==> src/hdl/mbe_pkg.sv <==
`default_nettype none
// ----------------------------------------------------------------------------
// mbe_pkg: shared definitions of the modular binomial engine
// Holds the prime modulus, the Barrett constant and the operation and status
// codes.
// ----------------------------------------------------------------------------
package mbe_pkg;

  localparam int unsigned VAL_W = 30;

  localparam logic [VAL_W-1:0] PRIME_MOD = 30'd1000000007;
  // Fermat exponent for the modular inverse.
  localparam logic [VAL_W-1:0] INV_EXP = 30'd1000000005;
  // floor(2^60 / PRIME_MOD), fits in 31 bits.
  localparam logic [30:0] BARRETT_MU = 31'((64'd1 << 60) / 64'd1000000007);

  typedef enum logic [2:0] {
    FN_BUILD = 3'd0,
    FN_BINOM = 3'd1,
    FN_PERM  = 3'd2,
    FN_SBPOS = 3'd3,
    FN_SBNN  = 3'd4
  } func_e;

  typedef enum logic [1:0] {
    ST_OK        = 2'd0,
    ST_NOT_BUILT = 2'd1,
    ST_BEYOND    = 2'd2
  } status_e;

endpackage : mbe_pkg
`default_nettype wire

==> src/hdl/mbe_mulmod.sv <==
`default_nettype none
// ----------------------------------------------------------------------------
// mbe_mulmod: pipelined modular multiplier
// Computes a*b mod PRIME_MOD with a four-stage Barrett reduction; one item may
// enter every cycle.
// ----------------------------------------------------------------------------
module mbe_mulmod (
  input  wire logic                       clk_i,
  input  wire logic                       rst_ni,
  input  wire logic                       valid_i,
  input  wire logic [mbe_pkg::VAL_W-1:0]  a_i,
  input  wire logic [mbe_pkg::VAL_W-1:0]  b_i,
  output logic                            valid_o,
  output logic [mbe_pkg::VAL_W-1:0]       res_o
);
  import mbe_pkg::*;

  logic [3:0]        vld_q;
  logic [59:0]       p_q;
  logic [61:0]       q2_q;
  logic [31:0]       p2_q, p3_q, t_q;
  logic [VAL_W-1:0]  res_q;
  logic [31:0]       r;
  logic [31:0]       mod32, mod2x;

  assign mod32 = 32'(PRIME_MOD);
  assign mod2x = 32'(PRIME_MOD) << 1;

  always_ff @(posedge clk_i or negedge rst_ni) begin
    if (!rst_ni) begin
      vld_q <= '0;
    end else begin
      vld_q <= {vld_q[2:0], valid_i};
    end
  end

  // The remainder estimate stays below three times the modulus.
  assign r = p3_q - t_q;

  always_ff @(posedge clk_i) begin
    p_q  <= 60'(a_i) * 60'(b_i);
    q2_q <= 62'(p_q[59:29]) * 62'(BARRETT_MU);
    p2_q <= p_q[31:0];
    // Only the low 32 bits of the quotient times the modulus are needed.
    t_q  <= 32'(q2_q[61:31]) * 32'(PRIME_MOD);
    p3_q <= p2_q;
    if (r >= mod2x) begin
      res_q <= VAL_W'(r - mod2x);
    end else if (r >= mod32) begin
      res_q <= VAL_W'(r - mod32);
    end else begin
      res_q <= VAL_W'(r);
    end
  end

  assign valid_o = vld_q[3];
  assign res_o   = res_q;

endmodule : mbe_mulmod
`default_nettype wire

==> config.mk <==
export PLATFORM = sky130hd
export DESIGN_NAME = mbe_mulmod
export DESIGN_NICKNAME = d
export VERILOG_FILES = /design/src/hdl/mbe_pkg.sv /design/src/hdl/mbe_mulmod.sv
export SDC_FILE = /design/constraint.sdc
export NUM_CORES = 2
export LEC_CHECK = 0
export ABC_AREA = 1
export ABC_CLOCK_PERIOD_IN_PS = 12300
export BUFFER_PORTS_ARGS = -buffer_cell sky130_fd_sc_hd__buf_2
export CORE_MARGIN = 1
export CORE_UTILIZATION = 59
export CTS_BUF_LIST = sky130_fd_sc_hd__clkbuf_16
export DETAILED_ROUTE_END_ITERATION = 6
export PLACE_DENSITY = 0.72
export REMOVE_ABC_BUFFERS = 1
export SLEW_MARGIN = 20
export SYNTH_ARGS = -nofsm -noshare
export SYNTH_HDL_FRONTEND = slang
export SYNTH_SLANG_ARGS = --single-unit
==> constraint.sdc <==
create_clock -name clk_i -period 12.3 [get_ports clk_i]
set_input_delay 1.845 -clock clk_i [delete_from_list [all_inputs] [get_ports clk_i]]
set_output_delay 1.845 -clock clk_i [all_outputs]
set_load 0.05 [all_outputs]
**Word-level counts from Yosys, hierarchy flattened**

Cells that the tools add are included.

- Memories kept: 0
- Input port bits: 63
- Bits in latches: 0
- Bits in registers: 249
- Memory bits (writable): 0
- Bits in read-only memories: 0

- Multiplexer cells: 2
- Divide/modulo/power cells: 0
- Reduce and logical (&&, ||, !) cells: 0
- Bitwise gates (word level): 0
- Eq/ne operators: 0
- Add/subtract/negate cells: 3
- $mul: 3
- Order comparisons: 2
- Shift-type cells: 0

Operators by type and width:

| operator | number |
|---|---|
| $mul A30 B30 Y60 | 1 |
| $mux W30 | 2 |
| $sub A30 B30 Y30 const B | 2 |
| $mul A31 B28 Y59 const B | 1 |
| $ge A32 B30 Y1 const B | 1 |
| $ge A32 B31 Y1 const B | 1 |
| $mul A31 B30 Y32 const B | 1 |
| $sub A32 B32 Y32 | 1 |

**Depth between registers and ports, before layout**

- Word-level depth: 4
- Depth in mapped cells: 35
- Mapped depth without buffers: 34

**Least setup slack after synthesis**

Ideal clock, no wire load.

- Path type: in2reg
- From: in b_i[7] in the netlist's numbering
- To: reg p_q[53]
- Slack: 4.098 ns
- Stages: 27
- Required time: 12.228 ns
- Arrival time: 8.130 ns
- Path buffers: 1
- Setup time: 0.072 ns
- Cells stage by stage: clkbuf_1 nand2_1 inv_1 fa_1 fa_1 inv_1 fa_1 fa_1 inv_1 fa_1 fa_1 fa_1 inv_1 fa_1 inv_1 ha_1 nand2_1 nor2_1 inv_1 nor2_1 nand3_1 o211ai_1 a21oi_1 o21bai_1 a21oi_1 o21ai_0 xor2_1

- Cells in the longest elaborated chain, start to end: 1

Ends and longest elaborated chain:

| what | RTL line | text |
|---|---|---|
| start: declaration | mbe_mulmod.sv:12 | `input wire logic [mbe_pkg::VAL_W-1:0] b_i,` |
| $mul A30 B30 Y60 | mbe_mulmod.sv:41 | `p_q <= 60'(a_i) * 60'(b_i);` |
| end signal: assignment | mbe_mulmod.sv:41 |  |
| end: declaration | mbe_mulmod.sv:19 | `logic [59:0] p_q;` |

No other way between the ends.

**Worst setup path in the final report**

- From: in a_i[15] in the netlist's numbering
- To: reg p_q[40]

- Cells in the longest elaborated chain, start to end: 1

Ends and longest elaborated chain:

| what | RTL line | text |
|---|---|---|
| start: declaration | mbe_mulmod.sv:11 | `input wire logic [mbe_pkg::VAL_W-1:0] a_i,` |
| $mul A30 B30 Y60 | mbe_mulmod.sv:41 |  |

No other way between the ends.

==> metrics.yaml <==
clocking:
  tritoncts: "built"
  numCtsBuffers: 24
  path_clk_slew_ns: 0.07
  cts_sinks: 221
  cts_buffer_depth: 3
  cts_resized: 0
  cts_max_level: 1
  insertion_delay_ns: 0.56
  hold_buffers: 0
  clockRootBuffer: "clkbuf_16"
  post-cts-setup-buffer-count: 0
place:
  dpl_worst_slack_ns: 2.302
  place.gp.congestion: 0.9672
  io_buffers: 93
  hpwl_um: 137100
sta:
  min_period_ns: 9.599
  rsz0062_at_grt: "no"
  setup_viol: 0
  hold_violations: 0
  min_period_over_period: 0.7804
  worstMarginPinSlew_ns: 1.101
  final_max_slew_viol_count: 0
  setup_ws_ns: 2.701
  finClkSkew_ns: 0.02244
  max_freq_ghz: 0.1042
  tns_ns: 0
  maxSlewHeadroom: 0.2593
floorplan:
  die-area_um2: 104700
  core_um2: 102200
  start_util: 0.5974
  io_pins: 94
  rows: 117
  die_h_um: 323.6
  die_w_um: 323.6
final_layout:
  final_cell_mix: "2289 x inv_1, 1614 x nand2_1, 1224 x fa_1"
  nets: 9535
  antenna_cells: 0
  final_common_cell: "inv_1"
  syn2layout_area_growth_pct: 3.864
  drive_gt1_frac: 0.02892
drt:
  post-route-drc-count: 0
  first_iter_violations: 3670
  wire_per_inst_um: 18.46
  dr.pass1.iters: 6
  drt-total-wl_um: 163100
  via_per_inst: 5.302
  postRouteAntennaNets: 0
  num_vias: 46860
min_path:
  whs_path_depth: 0
  min_from: "p_q[25]$_DFF_P_"
  hold_path_class: "flop to flop"
critical_path:
  start_kind: "input port"
  cp_num_buf_inv: 6
  path_max_fanout: 30
  critPathTopFamily: "adder cells"
  worst_r2r_path_depth: 18
  cp_data_arrival_time_ns: 10.06
  cp_slowest_cell: "nor4_1"
  crit_path_frequent_cell: "fa_1"
  r2r-start: "p_q[50]$_DFF_P_"
  cp_num_cells: 27
  cp_data_required_time_ns: 12.76
  worstSetupPathType: "input port to flop"
  cp-end-kind: "flop"
  startpoint: "a_i[15]"
  cpPeakStageDelay_ns: 0.84
yosys:
  netlist_instances: 7504
  ys_types: 50
  syn-mean-instance-area_um2: 8.134
  ys.flop_type: "dfxtp_1"
  yosysWarnings: 0
  synth_edf_count: 0
  syn_area_um2: 61040
  synth-async-reset-ratio: 0.01810
  seq_area_frac_synth: 0.07281
  ys_ff_latch: 221
global_route:
  grt_pass1_vias: 49750
  overflow: 0
  grt_usage: 0.3230
  grt_pass1_wl_um: 263100
  antenna_found_initial: 2
  grt_max_degree: 49
job:
  drv_cap: 0
run_status:
  status: "completed"
## Yosys cell counts, types with 10 or more instances
cell,count,area [µm²]
a21o_1,13,97.59
a21oi_1,228,1141
a31oi_1,27,168.9
clkbuf_1,180,675.7
dfxtp_1,217,4344
fa_1,1224,24500
ha_1,796,9960
inv_1,2289,8592
nand2_1,1614,6058
nand2_2,30,187.7
nand3_1,120,600.6
nand4_1,60,375.4
nor2_1,238,893.4
nor2_2,11,68.82
nor3_1,18,90.09
nor4_1,11,68.82
o211ai_1,12,90.09
o21a_1,10,75.07
o21ai_0,122,610.6
o21ai_1,12,60.06
o21bai_1,15,112.6
xnor2_1,63,551.8
xor2_1,123,1077
## final cells by class
type | instances | area (µm²)
repair buffers | 113 | 615.6
fillers | 9077 | 38780
clock buffers | 24 | 600.6
well taps | 1368 | 1712
clock inverters | 20 | 186.4
flip-flops and latches | 221 | 4444
inverters | 2297 | 8622
multi-input cells | 4795 | 47220
## through the flow
stage               hold slack, ns  cell area, µm²  utilization  instances
finish                      0.3191           63400       0.6204       8838
global route                0.3238           63400       0.6204       8838
detailed placement          0.3121           62610       0.6127       8794
CTS                         0.3070           63400       0.6204       8838
global placement            0.3104           62610       0.6127       8794
floorplan                   0.3096           60280            -       7313
## sequential cells by signal, summed over array words and instances, names as in the netlist
| signal | count |
|---|---|
| p2_q | 32 |
| p_q | 60 |
| q2_q | 31 |
| t_q | 32 |
| p3_q | 32 |
| vld_q | 4 |
| res_o | 30 |
## layer usage
layer | vias to the layer above | global-route usage | routed length, µm
met5 | - | 0 | 13
met4 | 2 | 0.1291 | 7167
met3 | 411 | 0.04158 | 11880
met2 | 1874 | 0.5527 | 79540
met1 | 22920 | 0.4154 | 64540
li1 | 21650 | - | -
## final timing paths
check | slack [ns] | end
min reg2reg | 0.32 | p2_q[25]$_DFF_P_
max in group asynchronous | 11.11 | vld_q[0]$_DFF_PN0_
min in group asynchronous | 1.08 | vld_q[1]$_DFF_PN0_
max | 2.70 | p_q[40]$_DFF_P_
max reg2reg | 5.35 | q2_q[60]$_DFF_P_
min | 0.32 | p2_q[25]$_DFF_P_
## cell families (layout without fill, tap and decap cells)
kind of cell,after synthesis,count (layout),share of synthesized area
buf+inv,2488,2454,0.1536
xor+xnor,187,187,0.02696
fa+ha+maj,2020,2020,0.5646
flops,221,221,0.07281
simple gates,2124,2124,0.1399
compound gates,464,464,0.04212
Power is not shown: default switching activity piles up to over one toggle a cycle in this logic, so the estimate is an artifact.
